$ cat src/rtl/core/assert_macros.svh
// ---------------------------------------------------------------------------
// Assertion macros
// Shared concurrent assertion forms for the RTL.
// ---------------------------------------------------------------------------
`ifndef ASSERT_MACROS_SVH
`define ASSERT_MACROS_SVH

// same-cycle implication
`define ASSERT_IMPLY(label, clk, rst_n, ante, cons) \
  label: assert property (@(posedge clk) disable iff (!rst_n) (ante) |-> (cons)) \
    else $error("assertion failed");

// next-cycle implication
`define ASSERT_NEXT(label, clk, rst_n, ante, cons) \
  label: assert property (@(posedge clk) disable iff (!rst_n) (ante) |=> (cons)) \
    else $error("assertion failed");

`endif

$ cat src/rtl/core/tlvrsp_pkg.sv
// ---------------------------------------------------------------------------
// TLV record stream parser package
// Item types, parse phases, tag decode and sizing constants.
// ---------------------------------------------------------------------------
package tlvrsp_pkg;

  localparam int STORE_BYTES = 256;
  localparam int POS_W       = $clog2(STORE_BYTES + 1);
  localparam int USED_W      = 10;
  localparam int IDX_W       = 9;
  localparam int KIND_W      = 3;

  localparam logic [7:0] TAG_MAC1    = 8'h01;
  localparam logic [7:0] TAG_MAC2    = 8'h02;
  localparam logic [7:0] TAG_SW_ID   = 8'h03;
  localparam logic [7:0] TAG_BKLIGHT = 8'h04;
  localparam logic [7:0] TAG_DISPLAY = 8'h10;
  localparam logic [7:0] TAG_LOGO    = 8'h11;

  localparam logic [KIND_W-1:0] KIND_NONE    = 3'd0;
  localparam logic [KIND_W-1:0] KIND_MAC1    = 3'd1;
  localparam logic [KIND_W-1:0] KIND_MAC2    = 3'd2;
  localparam logic [KIND_W-1:0] KIND_SW_ID   = 3'd3;
  localparam logic [KIND_W-1:0] KIND_BKLIGHT = 3'd4;
  localparam logic [KIND_W-1:0] KIND_DISPLAY = 3'd5;
  localparam logic [KIND_W-1:0] KIND_LOGO    = 3'd6;

  typedef enum logic [1:0] {
    PH_TAG  = 2'd0,
    PH_LEN  = 2'd1,
    PH_VAL  = 2'd2,
    PH_DONE = 2'd3
  } phase_t;

  typedef struct packed {
    logic [7:0] data_byte;
    logic       start_req;
  } in_item_t;

  typedef struct packed {
    logic [KIND_W-1:0] record_kind;
    logic [IDX_W-1:0]  byte_index;
    logic [7:0]        byte_out;
    logic              kept;
    logic              done_res;
    logic [USED_W-1:0] used_size;
  } out_item_t;

  function automatic logic [KIND_W-1:0] kind_of_tag(input logic [7:0] tag);
    logic [KIND_W-1:0] k;
    case (tag)
      TAG_MAC1:    k = KIND_MAC1;
      TAG_MAC2:    k = KIND_MAC2;
      TAG_SW_ID:   k = KIND_SW_ID;
      TAG_BKLIGHT: k = KIND_BKLIGHT;
      TAG_DISPLAY: k = KIND_DISPLAY;
      TAG_LOGO:    k = KIND_LOGO;
      default:     k = KIND_NONE;
    endcase
    return k;
  endfunction

endpackage

$ cat src/rtl/core/tlv_record_stream_parser_unit.sv
// ---------------------------------------------------------------------------
// TLV record stream parser unit
// Walks a tag-length-value byte stream and labels each byte with its record.
// ---------------------------------------------------------------------------
// channel  | ports                          | dir
// ---------+--------------------------------+-----
// input    | in_valid, in_stall, in_item    | in
// result   | out_valid, out_stall, out_item | out
//
// One byte per cycle while in_stall is low; each item's result is registered in the cycle after accept.
// Throughput is set by the single parse-state update loop (phase, counters).
// in_stall is high only while a held result is stalled downstream.
// Synchronous active-low reset clears the parse state and the result valid.
// ---------------------------------------------------------------------------
`include "assert_macros.svh"

module tlv_record_stream_parser_unit (
  input  logic                  clk,
  input  logic                  rst_n,
  input  logic                  in_valid,
  output logic                  in_stall,
  input  tlvrsp_pkg::in_item_t  in_item,
  output logic                  out_valid,
  input  logic                  out_stall,
  output tlvrsp_pkg::out_item_t out_item
);

  tlvrsp_pkg::phase_t                phase_r, phase_nxt;
  logic [tlvrsp_pkg::KIND_W-1:0]     kind_r, kind_nxt;
  logic [7:0]                        left_r, left_nxt;
  logic [tlvrsp_pkg::POS_W-1:0]      pos_r, pos_nxt;
  logic [tlvrsp_pkg::IDX_W-1:0]      idx_r, idx_nxt;
  logic [tlvrsp_pkg::USED_W-1:0]     size_r, size_nxt;
  logic                              out_valid_r, out_valid_nxt;
  tlvrsp_pkg::out_item_t             out_r, res;
  logic                              in_acc;

  tlvrsp_pkg::phase_t                ph;
  logic [tlvrsp_pkg::KIND_W-1:0]     cur_kind;
  logic [7:0]                        left_m1;
  logic [tlvrsp_pkg::POS_W-1:0]      pos;
  logic                              done;

  assign in_stall  = out_valid_r & out_stall;
  assign in_acc    = in_valid & ~in_stall;
  assign out_valid = out_valid_r;
  assign out_item  = out_r;
  assign left_m1   = left_r - 8'd1;

  always_comb begin
    ph        = in_item.start_req ? tlvrsp_pkg::PH_TAG : phase_r;
    pos       = in_item.start_req ? '0 : pos_r;
    cur_kind  = in_item.start_req ? tlvrsp_pkg::KIND_NONE : kind_r;
    kind_nxt  = cur_kind;
    left_nxt  = in_item.start_req ? 8'd0 : left_r;
    idx_nxt   = in_item.start_req ? '0 : idx_r;
    size_nxt  = in_item.start_req ? '0 : size_r;
    phase_nxt = ph;
    done      = 1'b0;
    res.record_kind = tlvrsp_pkg::KIND_NONE;
    res.byte_index  = '0;
    res.byte_out    = in_item.data_byte;
    res.kept        = 1'b0;

    if (ph != tlvrsp_pkg::PH_DONE && pos >= tlvrsp_pkg::POS_W'(tlvrsp_pkg::STORE_BYTES)) begin
      phase_nxt = tlvrsp_pkg::PH_DONE;
    end

    case (phase_nxt)
      tlvrsp_pkg::PH_TAG: begin
        kind_nxt = tlvrsp_pkg::kind_of_tag(in_item.data_byte);
        if (kind_nxt == tlvrsp_pkg::KIND_NONE) begin
          phase_nxt = tlvrsp_pkg::PH_DONE;
        end else begin
          res.record_kind = kind_nxt;
          res.kept        = 1'b1;
          idx_nxt         = tlvrsp_pkg::IDX_W'(1);
          phase_nxt       = tlvrsp_pkg::PH_LEN;
        end
      end
      tlvrsp_pkg::PH_LEN: begin
        res.record_kind = cur_kind;
        res.kept        = 1'b1;
        res.byte_index  = tlvrsp_pkg::IDX_W'(1);
        idx_nxt         = tlvrsp_pkg::IDX_W'(2);
        left_nxt        = in_item.data_byte;
        size_nxt        = tlvrsp_pkg::USED_W'(pos) + tlvrsp_pkg::USED_W'(in_item.data_byte)
                          + tlvrsp_pkg::USED_W'(1);
        phase_nxt       = (in_item.data_byte == 8'd0) ? tlvrsp_pkg::PH_TAG
                                                      : tlvrsp_pkg::PH_VAL;
      end
      tlvrsp_pkg::PH_VAL: begin
        res.record_kind = cur_kind;
        res.kept        = 1'b1;
        res.byte_index  = idx_r;
        idx_nxt         = idx_r + tlvrsp_pkg::IDX_W'(1);
        left_nxt        = left_m1;
        if (left_m1 == 8'd0) begin
          phase_nxt = tlvrsp_pkg::PH_TAG;
        end
      end
      default: begin
        phase_nxt = tlvrsp_pkg::PH_DONE;
      end
    endcase

    done = (phase_nxt == tlvrsp_pkg::PH_DONE);
    if (done) begin
      res.record_kind = tlvrsp_pkg::KIND_NONE;
      res.byte_index  = '0;
      res.kept        = 1'b0;
      kind_nxt        = tlvrsp_pkg::KIND_NONE;
    end
    res.done_res  = done;
    res.used_size = size_nxt;

    pos_nxt = (pos < tlvrsp_pkg::POS_W'(tlvrsp_pkg::STORE_BYTES))
              ? pos + tlvrsp_pkg::POS_W'(1) : pos;
  end

  always_comb begin
    out_valid_nxt = out_valid_r;
    if (in_acc) begin
      out_valid_nxt = 1'b1;
    end else if (!out_stall) begin
      out_valid_nxt = 1'b0;
    end
  end

  always_ff @(posedge clk) begin
    if (!rst_n) begin
      phase_r     <= tlvrsp_pkg::PH_TAG;
      kind_r      <= tlvrsp_pkg::KIND_NONE;
      left_r      <= 8'd0;
      pos_r       <= '0;
      idx_r       <= '0;
      size_r      <= '0;
      out_valid_r <= 1'b0;
    end else begin
      out_valid_r <= out_valid_nxt;
      if (in_acc) begin
        phase_r <= phase_nxt;
        kind_r  <= kind_nxt;
        left_r  <= left_nxt;
        pos_r   <= pos_nxt;
        idx_r   <= idx_nxt;
        size_r  <= size_nxt;
      end
    end
  end

  always_ff @(posedge clk) begin
    if (in_acc) begin
      out_r <= res;
    end
  end

  `ASSERT_IMPLY(a_done_not_kept, clk, rst_n, out_valid_r && out_r.done_res,
                !out_r.kept && out_r.record_kind == tlvrsp_pkg::KIND_NONE)
  `ASSERT_IMPLY(a_kept_has_kind, clk, rst_n, out_valid_r && out_r.kept,
                out_r.record_kind != tlvrsp_pkg::KIND_NONE)
  `ASSERT_NEXT(a_done_sticky, clk, rst_n,
               in_acc && !in_item.start_req && phase_r == tlvrsp_pkg::PH_DONE,
               out_r.done_res && phase_r == tlvrsp_pkg::PH_DONE)
  `ASSERT_IMPLY(a_pos_bound, clk, rst_n, 1'b1,
                pos_r <= tlvrsp_pkg::POS_W'(tlvrsp_pkg::STORE_BYTES))
  `ASSERT_IMPLY(a_val_has_bytes, clk, rst_n, phase_r == tlvrsp_pkg::PH_VAL, left_r != 8'd0)

endmodule

$ cat config.mk
export PLATFORM = sky130hd
export DESIGN_NAME = tlv_record_stream_parser_unit
export DESIGN_NICKNAME = d
export VERILOG_FILES = /design/src/rtl/core/tlvrsp_pkg.sv /design/src/rtl/core/tlv_record_stream_parser_unit.sv
export VERILOG_INCLUDE_DIRS = /design/src /design/src/rtl/core
export SDC_FILE = /design/constraint.sdc
export NUM_CORES = 1
export LEC_CHECK = 0
export ABC_AREA = 1
export BUFFER_PORTS_ARGS = -buffer_cell sky130_fd_sc_hd__buf_2
export CAP_MARGIN = 20
export CORE_ASPECT_RATIO = 0.8
export CORE_MARGIN = 2
export CORE_UTILIZATION = 45
export DETAILED_ROUTE_END_ITERATION = 6
export PLACE_DENSITY = 0.7
export SLEW_MARGIN = 5
export SYNTH_ARGS = -nofsm -noshare
export SYNTH_HDL_FRONTEND = slang
export SYNTH_SLANG_ARGS = --single-unit
export TNS_END_PERCENT = 50
$ cat constraint.sdc
create_clock -name clk -period 4.01 [get_ports clk]
set_input_delay 0.401 -clock clk [delete_from_list [all_inputs] [get_ports clk]]
set_output_delay 0.401 -clock clk [all_outputs]
set_load 0.1 [all_outputs]
# After elaboration in Yosys (flattened, before gate mapping)
# Index checks and enable logic that the tools add are counted.
# Widths: inputs -> output; s select.
# totals
register_bits,74
latch_bits,0
ram_bits,0
mem_bits_ro,0
input_bits,13
elab_cells,69
n_memories,0
# op_classes
add_sub_neg,5
n_mul,0
n_div,0
magnitude_cmp,2
n_eq_ne,11
n_shift,0
muxes,27
n_bitwise,3
n_reduce_logical,8
# ops
op,count
$mux 9,4
$pmux 9 s3,1
$mux 10,2
$add 9x1->9 const B,2
$pmux 3 s6,1
$pmux 9 s2,1
$eq 8x2->1 const B,2
$eq 8x5->1 const B,2
$logic_not 8->1,2
$pmux 8 s2,1
$mux 3,5
$add 10x1->10 const B,1
$add 9x8->10,1
$mux 2,5
$ge 9x9->1 const B,1
$lt 9x9->1 const B,1
$eq 8x1->1 const B,1
$eq 8x3->1 const B,1
$mux 8,1
$sub 8x1->8 const B,1
$pmux 2 s3,1
$pmux 3 s2,1
$eq 2x2->1 const B,2
$logic_not 3->1,1
12 further kinds,15

# Depth between registers and ports, before layout
# Gate-level depths: netlist of the first run.
# depth
word_depth,11
ltp_mapped,18

# Least setup slack after synthesis of the first run
# OpenSTA, ideal clock, no wires.
# synth_timing
kind,flip-flop to flip-flop
from,"register out_valid_r, in the netlist out_valid"
to,register idx_r[7] (netlist name)
arrival_time_ps,2744
path_slack_ps,1180
path_stages_with_launch,7
path_buffers,1
period_less_slack_ps,2830
cell_sequence,dfxtp_1 nand2_1 inv_2 nor2_4 clkbuf_1 o21ai_0 a31oi_1
# synth_between
elab_chain_cells,3
# synth_lines
item,line,rtl
from (decl),tlv_record_stream_parser_unit.sv:34,"logic out_valid_r, out_valid_nxt;"
from (signal assigned),tlv_record_stream_parser_unit.sv:140,out_valid_r <= out_valid_nxt;
$and 1x1->1,tlv_record_stream_parser_unit.sv:44,assign in_stall = out_valid_r & out_stall;
net in_stall,tlv_record_stream_parser_unit.sv:21,"output logic in_stall,"
$not 1->1,tlv_record_stream_parser_unit.sv:45,assign in_acc = in_valid & ~in_stall;
$and 1x1->1,tlv_record_stream_parser_unit.sv:45,
net in_acc,tlv_record_stream_parser_unit.sv:36,logic in_acc;
to (signal assigned),tlv_record_stream_parser_unit.sv:146,idx_r <= idx_nxt;
to (decl),tlv_record_stream_parser_unit.sv:32,"logic [tlvrsp_pkg::IDX_W-1:0] idx_r, idx_nxt;"
# The timed path passes the listed nets, and every way through them passes these cells.
# A chain may end at the register's enable or synchronous reset.

# Final worst setup path of the first run
# layout_timing
from,input port in_item[0] (netlist name)
to,register left_r[3]
# layout_between
elab_chain_cells,7
# layout_lines
item,line,rtl
from (decl),tlv_record_stream_parser_unit.sv:22,"input tlvrsp_pkg::in_item_t in_item,"
$mux 9 / $mux 2 (equally long branches),"tlv_record_stream_parser_unit.sv:52, tlv_record_stream_parser_unit.sv:51",
$ge 9x9->1 / $ne 2x2->1 (equally long branches),tlv_record_stream_parser_unit.sv:65,if (ph != tlvrsp_pkg::PH_DONE && pos >= tlvrsp_pkg::POS_W'(tlvrsp_pkg::STORE_BYTES)) begin
$logic_and 1x1->1,tlv_record_stream_parser_unit.sv:65,
$mux 2,tlv_record_stream_parser_unit.sv:65,
$eq 2x2->1 / $eq 2x1->1 (equally long branches),tlv_record_stream_parser_unit.sv:69,case (phase_nxt)
$reduce_bool 3->1 (no source line),n/a,
$reduce_and 2->1 (no source line),n/a,
to (signal assigned),tlv_record_stream_parser_unit.sv:144,left_r <= left_nxt;
to (decl),tlv_record_stream_parser_unit.sv:30,"logic [7:0] left_r, left_nxt;"
# Parallel ways exist; a longest one is shown, timed or not.

==> results of run 1 <==
-- worst paths after layout --
kind | start | end | slack [ps] | cells after the start
setup / recovery | in_item[0] | left_r[3] | 1430 | 11
hold / removal | in_item[1] | out_item[12] | 320 | 1
setup reg to reg | pos_r[8] | left_r[3] | 1630 | 10
hold reg to reg | size_r[0] | size_r[0] | 470 | 2
-- per-stage QoR --
stage / worst slack (ps) / instances / utilization / cell area, um^2 / hold WS [ps]
6_report: 1435 / 704 / 0.5309 / 4777 / 323.8
5_1_grt: 1245 / 704 / 0.5309 / 4777 / 323.6
4_1_cts: 1470 / 703 / 0.5278 / 4750 / 312.2
3_5_place_dp: 1184 / 687 / 0.4960 / 4463 / 454.2
3_3_place_gp: 1354 / 687 / 0.4960 / 4463 / 449.3
2_1_floorplan: 1180 / 541 / - / 4146 / 430.6
-- cell usage after synthesis (2+ instances only) --
cell,number
o21ai_0,30
nor3b_1,2
clkinv_1,2
a21oi_1,49
nor3_1,8
clkbuf_1,10
inv_1,65
ha_1,16
o21bai_1,2
edfxtp_1,32
nor2_4,4
inv_2,8
nor2_1,62
a31oi_1,3
nor3_2,8
dfxtp_1,42
buf_2,7
nand3_1,35
nand2_4,2
xnor2_1,2
nor4_1,2
o22ai_1,10
nor2_2,6
nand2_2,2
nand4_1,8
a211oi_1,4
o21ai_1,3
o211ai_1,2
nand2_1,103
a21oi_2,4
-- cell families (layout without fill, tap and decap cells) --
family | after synthesis | count (layout)
adders and majority gates | 17 | 17
and+or+nand+nor | 245 | 245
xor gates and xnor gates | 2 | 2
buffers and inverters | 94 | 142
DFF | 74 | 74
AOI/OAI and AO/OA | 109 | 109
-- area by class of cell --
cell class                 count  area, um^2  area share
multi-input combinational    373        1979      0.4144
sequential                    74        1802      0.3772
inverter                      77       292.8     0.06129
timing repair buffer          49       272.8     0.05710
clock buffer                  10       229.0     0.04793
tap                          115       143.9     0.03012
clock inverter                 6       57.56     0.01205
-- per-layer routing --
metal  track usage  up-vias  routed length, um
met4       0.05556        0                146
met2        0.3288      123               4552
met5             0        -                  0
met3       0.05597       16                643
met1        0.2876     1786               4824
li1              -     1885                  -
-- sequential cells by signal, summed over array words and instances, names as in the netlist --
signal,count
idx_r,9
kind_r,3
left_r,8
out_item,32
out_valid,1
phase_r,2
pos_r,9
size_r,10
-- power by group through the flow --
stage	Combinational [W]	Clock (W)	Sequential, W
after CTS	0.000379	0.000785	0.000841
after global placement	0.000372	0	0.000856
final	0.000384	0.000769	0.000841
after global routing	0.000413	0.000815	0.000844
after detailed placement	0.000377	0	0.000857
after floorplan	0.000155	0	0.00101
-- worst max-delay path, cell delays in order --
cell	delay [ps]
buf_2	300
clkinv_2	290
o21ai_0	240
inv_1	120
ha_1	360
nor2_2	240
inv_2	130
o21ai_2	340
nor2_2	150
o21ai_1	100
a21oi_1	80
==> results.sh, run 1 <==
export IMPL_yosys_warnings=0
export IMPL_synth_seq_cells=74
export IMPL_clockPowerShare=0.386
export IMPL_worst_path_max_fanout=16
export IMPL_worst_ep_required_time_ps=4210
export IMPL_syn_avg_cell_area_um2=7.664
export IMPL_dieArea_mm2=0.01000
export IMPL_cts_htree_levels=3
export IMPL_io_pins=47
export IMPL_tns_ps=0
export IMPL_synthFlopType="dfxtp_1"
export IMPL_period_minus_slack_ps=2575
export IMPL_start_util=0.4608
export IMPL_drtPass1Iterations=5
export IMPL_ant_nets=0
export IMPL_grt_setup_unrepaired="false"
export IMPL_grt_max_degree=40
export IMPL_yosys_area_top_type="edfxtp_1"
export IMPL_p_leak_nw=1.982
export IMPL_syn_cell_area_mm2=0.004146
export IMPL_clock_tree_root_cell="clkbuf_16"
export IMPL_cts_sinks=74
export IMPL_max_freq_ghz=0.3883
export IMPL_critPathLaunchType="primary input"
export IMPL_cts_resized=0
export IMPL_drv_slew=0
export IMPL_synth_compound_area_frac=0.1454
export IMPL_outcome="finished clean"
export IMPL_grt_first_pass_wirelength_mm=17.19
export IMPL_drc=0
export IMPL_hold_violations=0
export IMPL_synth_edf_count=32
export IMPL_arrival_ps=2770
export IMPL_slew_headroom=0.5643
export IMPL_drive_gt1_frac=0.1749
export IMPL_grt_pass1_vias=3641
export IMPL_powerDensity_mw_per_mm2=417.5
export IMPL_clock_skew_ps=4.858
export IMPL_cts_buffer_depth=2
export IMPL_synth_top_area_frac=0.2317
export IMPL_muxShareOfSynthArea=0
export IMPL_async_flop_share=0
export IMPL_synth_simple_area_share=0.2746
export IMPL_vias_per_cell=5.412
export IMPL_yosysUniqueCellTypes=38
export IMPL_nFillCells=865
export IMPL_insertion_delay_ps=330
export IMPL_final_cell_mix="nand2_1, inv_1, nor2_1"
export IMPL_p_seq_frac=0.422
export IMPL_core_mm2=0.008999
export IMPL_routed_wirelength_mm=10.17
export IMPL_layout_commonest_cell="nand2_1"
export IMPL_syn2layout_area_growth_pct=15.21
export IMPL_p_int_w=0.001376
export IMPL_peakVddDrop_uv=220.7
export IMPL_min_path_type="in -> reg"
export IMPL_period_share=0.6422
export IMPL_comb_power_share=0.193
export IMPL_yosys_area_share_adder=0.05311
export IMPL_cts_reportedPaths_clkPinSlew_ps=60
export IMPL_setup_violations=0
export IMPL_gp_congestion=0.8830
export IMPL_synth_area_leaders="edfxtp_1, dfxtp_1, nand2_1"
export IMPL_synth_xor_xnor_area_share=0.004225
export IMPL_drtIter0Drc=219
export IMPL_power_switching_w=0.0006178
export IMPL_hold_buffers=0
export IMPL_path_class="in -> reg"
export IMPL_track_usage=0.2093
export IMPL_crit_path_end_kind="flop"
export IMPL_cts_setup_buffers=0
export IMPL_die_h_um=89.86
export IMPL_ys_seq_area_frac=0.4345
export IMPL_cap_viol_max_count=0
export IMPL_tightestPinTransition_ps=652.0
export IMPL_grt_overflow=0
export IMPL_hpwlAfterDp_mm=7.095
export IMPL_routedWlPerCell_um=14.44
export IMPL_row_count=31
export IMPL_synth_top_family_by_area="simple AND/OR/NAND/NOR gates"
export IMPL_syn_inst=541
export IMPL_netSwitchingFraction=0.3098
export IMPL_antenna_found_initial=0
export IMPL_die_w_um=111.3
export IMPL_cts_tree="yes"
export IMPL_synth_nets=571
export IMPL_port_buffers=46
export IMPL_finalNetCount=614
export IMPL_vias=3810
export IMPL_antenna_cells=0
export IMPL_p_total_w=0.001994
export IMPL_cts_inserted_buffers=9
(Power assumes the default switching activity.)
==> inputs of run 2 (changes only) <==
--- a/config.mk
+++ b/config.mk
@@ -6,7 +6,7 @@
 export SDC_FILE = /design/constraint.sdc
 export NUM_CORES = 1
 export LEC_CHECK = 0
-export ABC_AREA = 1
+export ABC_AREA = 0
 export BUFFER_PORTS_ARGS = -buffer_cell sky130_fd_sc_hd__buf_2
 export CAP_MARGIN = 20
 export CORE_ASPECT_RATIO = 0.8
==> constraint.sdc (replaced) <==
create_clock -name clk -period 2.6 [get_ports clk]
set_input_delay 0.26 -clock clk [delete_from_list [all_inputs] [get_ports clk]]
set_output_delay 0.26 -clock clk [all_outputs]
set_load 0.1 [all_outputs]
==> results.sh, run 2 <==
export IMPL_outcome="finished clean"
export IMPL_cts_inserted_buffers=9
export IMPL_arrival_ps=2650
export IMPL_dp_cells=619
export IMPL_slowest_stage="dfxtp_1"
export IMPL_io_pins=47
export IMPL_drtPass1Iterations=4
export IMPL_powerDensity_mw_per_mm2=645.1
export IMPL_worst_ep_required_time_ps=2790
export IMPL_antenna_found_initial=0
export IMPL_clock_skew_ps=8.206
export IMPL_period_minus_slack_ps=2461
export IMPL_drtIter0Drc=267
export IMPL_largest_reg_flops=32
export IMPL_port_buffers=46
export IMPL_hold_buffers=0
export IMPL_cap_viol_max_count=0
export IMPL_synth_nets=489
export IMPL_cpLargestDelayFamily="compound AO/OA/AOI/OAI gates"
export IMPL_syn_inst=459
export IMPL_p_leak_nw=1.913
export IMPL_cts_reportedPaths_clkPinSlew_ps=60
export IMPL_yosys_area_top_type="edfxtp_1"
export IMPL_track_usage=0.2174
export IMPL_insertion_delay_ps=340
export IMPL_setup_violations=0
export IMPL_yosys_warnings=0
export IMPL_path_buf_inv=1
export IMPL_drive_gt1_frac=0.1846
export IMPL_grt_pass1_vias=3290
export IMPL_grt_max_degree=23
export IMPL_vias_per_cell=5.709
export IMPL_min_path_type="in -> reg"
export IMPL_crit_path_end_kind="flop"
export IMPL_tightestPinTransition_ps=494.3
export IMPL_cts_setup_buffers=0
export IMPL_final_cell_mix="nand2_1, nor2_1, buf_2"
export IMPL_peakVddDrop_uv=343.9
export IMPL_grt_first_pass_wirelength_mm=16.91
export IMPL_dpl_worst_slack_ps=116.1
export IMPL_async_flop_share=0
export IMPL_cts_resized=0
export IMPL_cp_slowest_stage_delay_ps=480
export IMPL_path_cells="inv_1 -> ha_1 -> o21bai_1 -> a211o_1 -> a311o_1 -> a31oi_4 -> nand2_1 -> a21oi_1"
export IMPL_die_h_um=89.39
export IMPL_period_share=0.9467
export IMPL_synth_top_area_frac=0.2343
export IMPL_clock_tree_root_cell="clkbuf_16"
export IMPL_ant_nets=0
export IMPL_syn_cell_area_mm2=0.004101
export IMPL_syn2layout_area_growth_pct=18.09
export IMPL_cts_htree_levels=3
export IMPL_grt_setup_unrepaired="false"
export IMPL_drc=0
export IMPL_vias=3625
export IMPL_critPathLaunchType="flop"
export IMPL_row_count=31
export IMPL_core_mm2=0.008960
export IMPL_synthFlopType="dfxtp_1"
export IMPL_syn_avg_cell_area_um2=8.936
export IMPL_antenna_cells=0
export IMPL_cts_buffer_depth=2
export IMPL_worst_path_max_fanout=9
export IMPL_max_freq_ghz=0.4063
export IMPL_cts_tree="yes"
export IMPL_drv_slew=0
export IMPL_finalNetCount=545
export IMPL_start_util=0.4578
export IMPL_hold_violations=0
export IMPL_dieArea_mm2=0.009899
export IMPL_slew_headroom=0.6728
export IMPL_synth_edf_count=32
export IMPL_routed_wirelength_mm=10.42
export IMPL_postLayoutSetupSlackWorst_ps=138.5
export IMPL_cts_sinks=74
export IMPL_final_cells=635
export IMPL_p_total_w=0.003125
export IMPL_yosysUniqueCellTypes=63
export IMPL_grt_overflow=0
export IMPL_synth_area_leaders="edfxtp_1, dfxtp_1, ha_1"
export IMPL_ys_top_cells_by_count="nand2_1, nor2_1, dfxtp_1"
export IMPL_gp_congestion=0.8375
export IMPL_path_class="reg -> reg"
export IMPL_die_w_um=110.7
export IMPL_ys_seq_area_frac=0.4393
export IMPL_hpwlAfterDp_mm=7.370
export IMPL_synth_seq_cells=74
export IMPL_routedWlPerCell_um=16.41
export IMPL_utilization=0.5406
## run 2: cell type report
cell class,count,area (um^2)
repair buffers,71,417.9
clock inverters,6,62.56
clock buffers,10,229.0
multi-input cells,339,2113
fillers,822,4116
inverters,20,75.07
well taps,115,143.9
flip-flops and latches,74,1802
## run 2: logic make-up after synthesis
| group | share of synthesized area |
|---|---|
| muxes | 0.01251 |
| xor gates and xnor gates | 0.02563 |
| AOI/OAI and AO/OA | 0.2059 |
| and+or+nand+nor | 0.2175 |
| DFF | 0.4393 |
| adders and majority gates | 0.05369 |
| buffers and inverters | 0.04545 |
## run 2: per-layer routing
metal | up-vias | track usage | share of wire
li1 | 1778 | - | -
met1 | 1700 | 0.3100 | 0.48
met2 | 143 | 0.3369 | 0.44
met3 | 4 | 0.05220 | 0.075
met4 | 0 | 0.05341 | 0.0052
met5 | - | 0 | 0
## run 2: final timing paths
check / startpoint / endpoint / depth (start not counted) / slack, ps
worst max register to register: left_r[0] / out_item[31] / 8 / 140
worst min-delay path: in_valid / out_valid / 2 / 150
worst max-delay path: left_r[0] / out_item[31] / 8 / 140
worst min register to register: idx_r[8] / idx_r[8] / 1 / 450
## run 2: stage by stage
step	cell area (um^2)	setup TNS, ps	hold WS, ps
after global placement	4552	0	441.1
final	4843	0	146.7
after floorplan	4103	-143.5	358.9
after global routing	4843	0	139.6
after CTS	4843	0	139.1
after detailed placement	4552	0	445.3
## run 2: where the power goes
part | switching, W | total (W) | internal, W
clock | 0.000501 | 0.00125 | 0.000745
sequential | 0.0000196 | 0.00129 | 0.00127
combinational | 0.000456 | 0.000593 | 0.000137
total | 0.000977 | 0.00312 | 0.00215
## run 2: worst reg2reg max path, stage by stage (launching register included)
cell,delay (ps)
dfxtp_1,480
inv_1,80
ha_1,310
o21bai_1,200
a211o_1,310
a311o_1,350
a31oi_4,320
nand2_1,90
a21oi_1,160
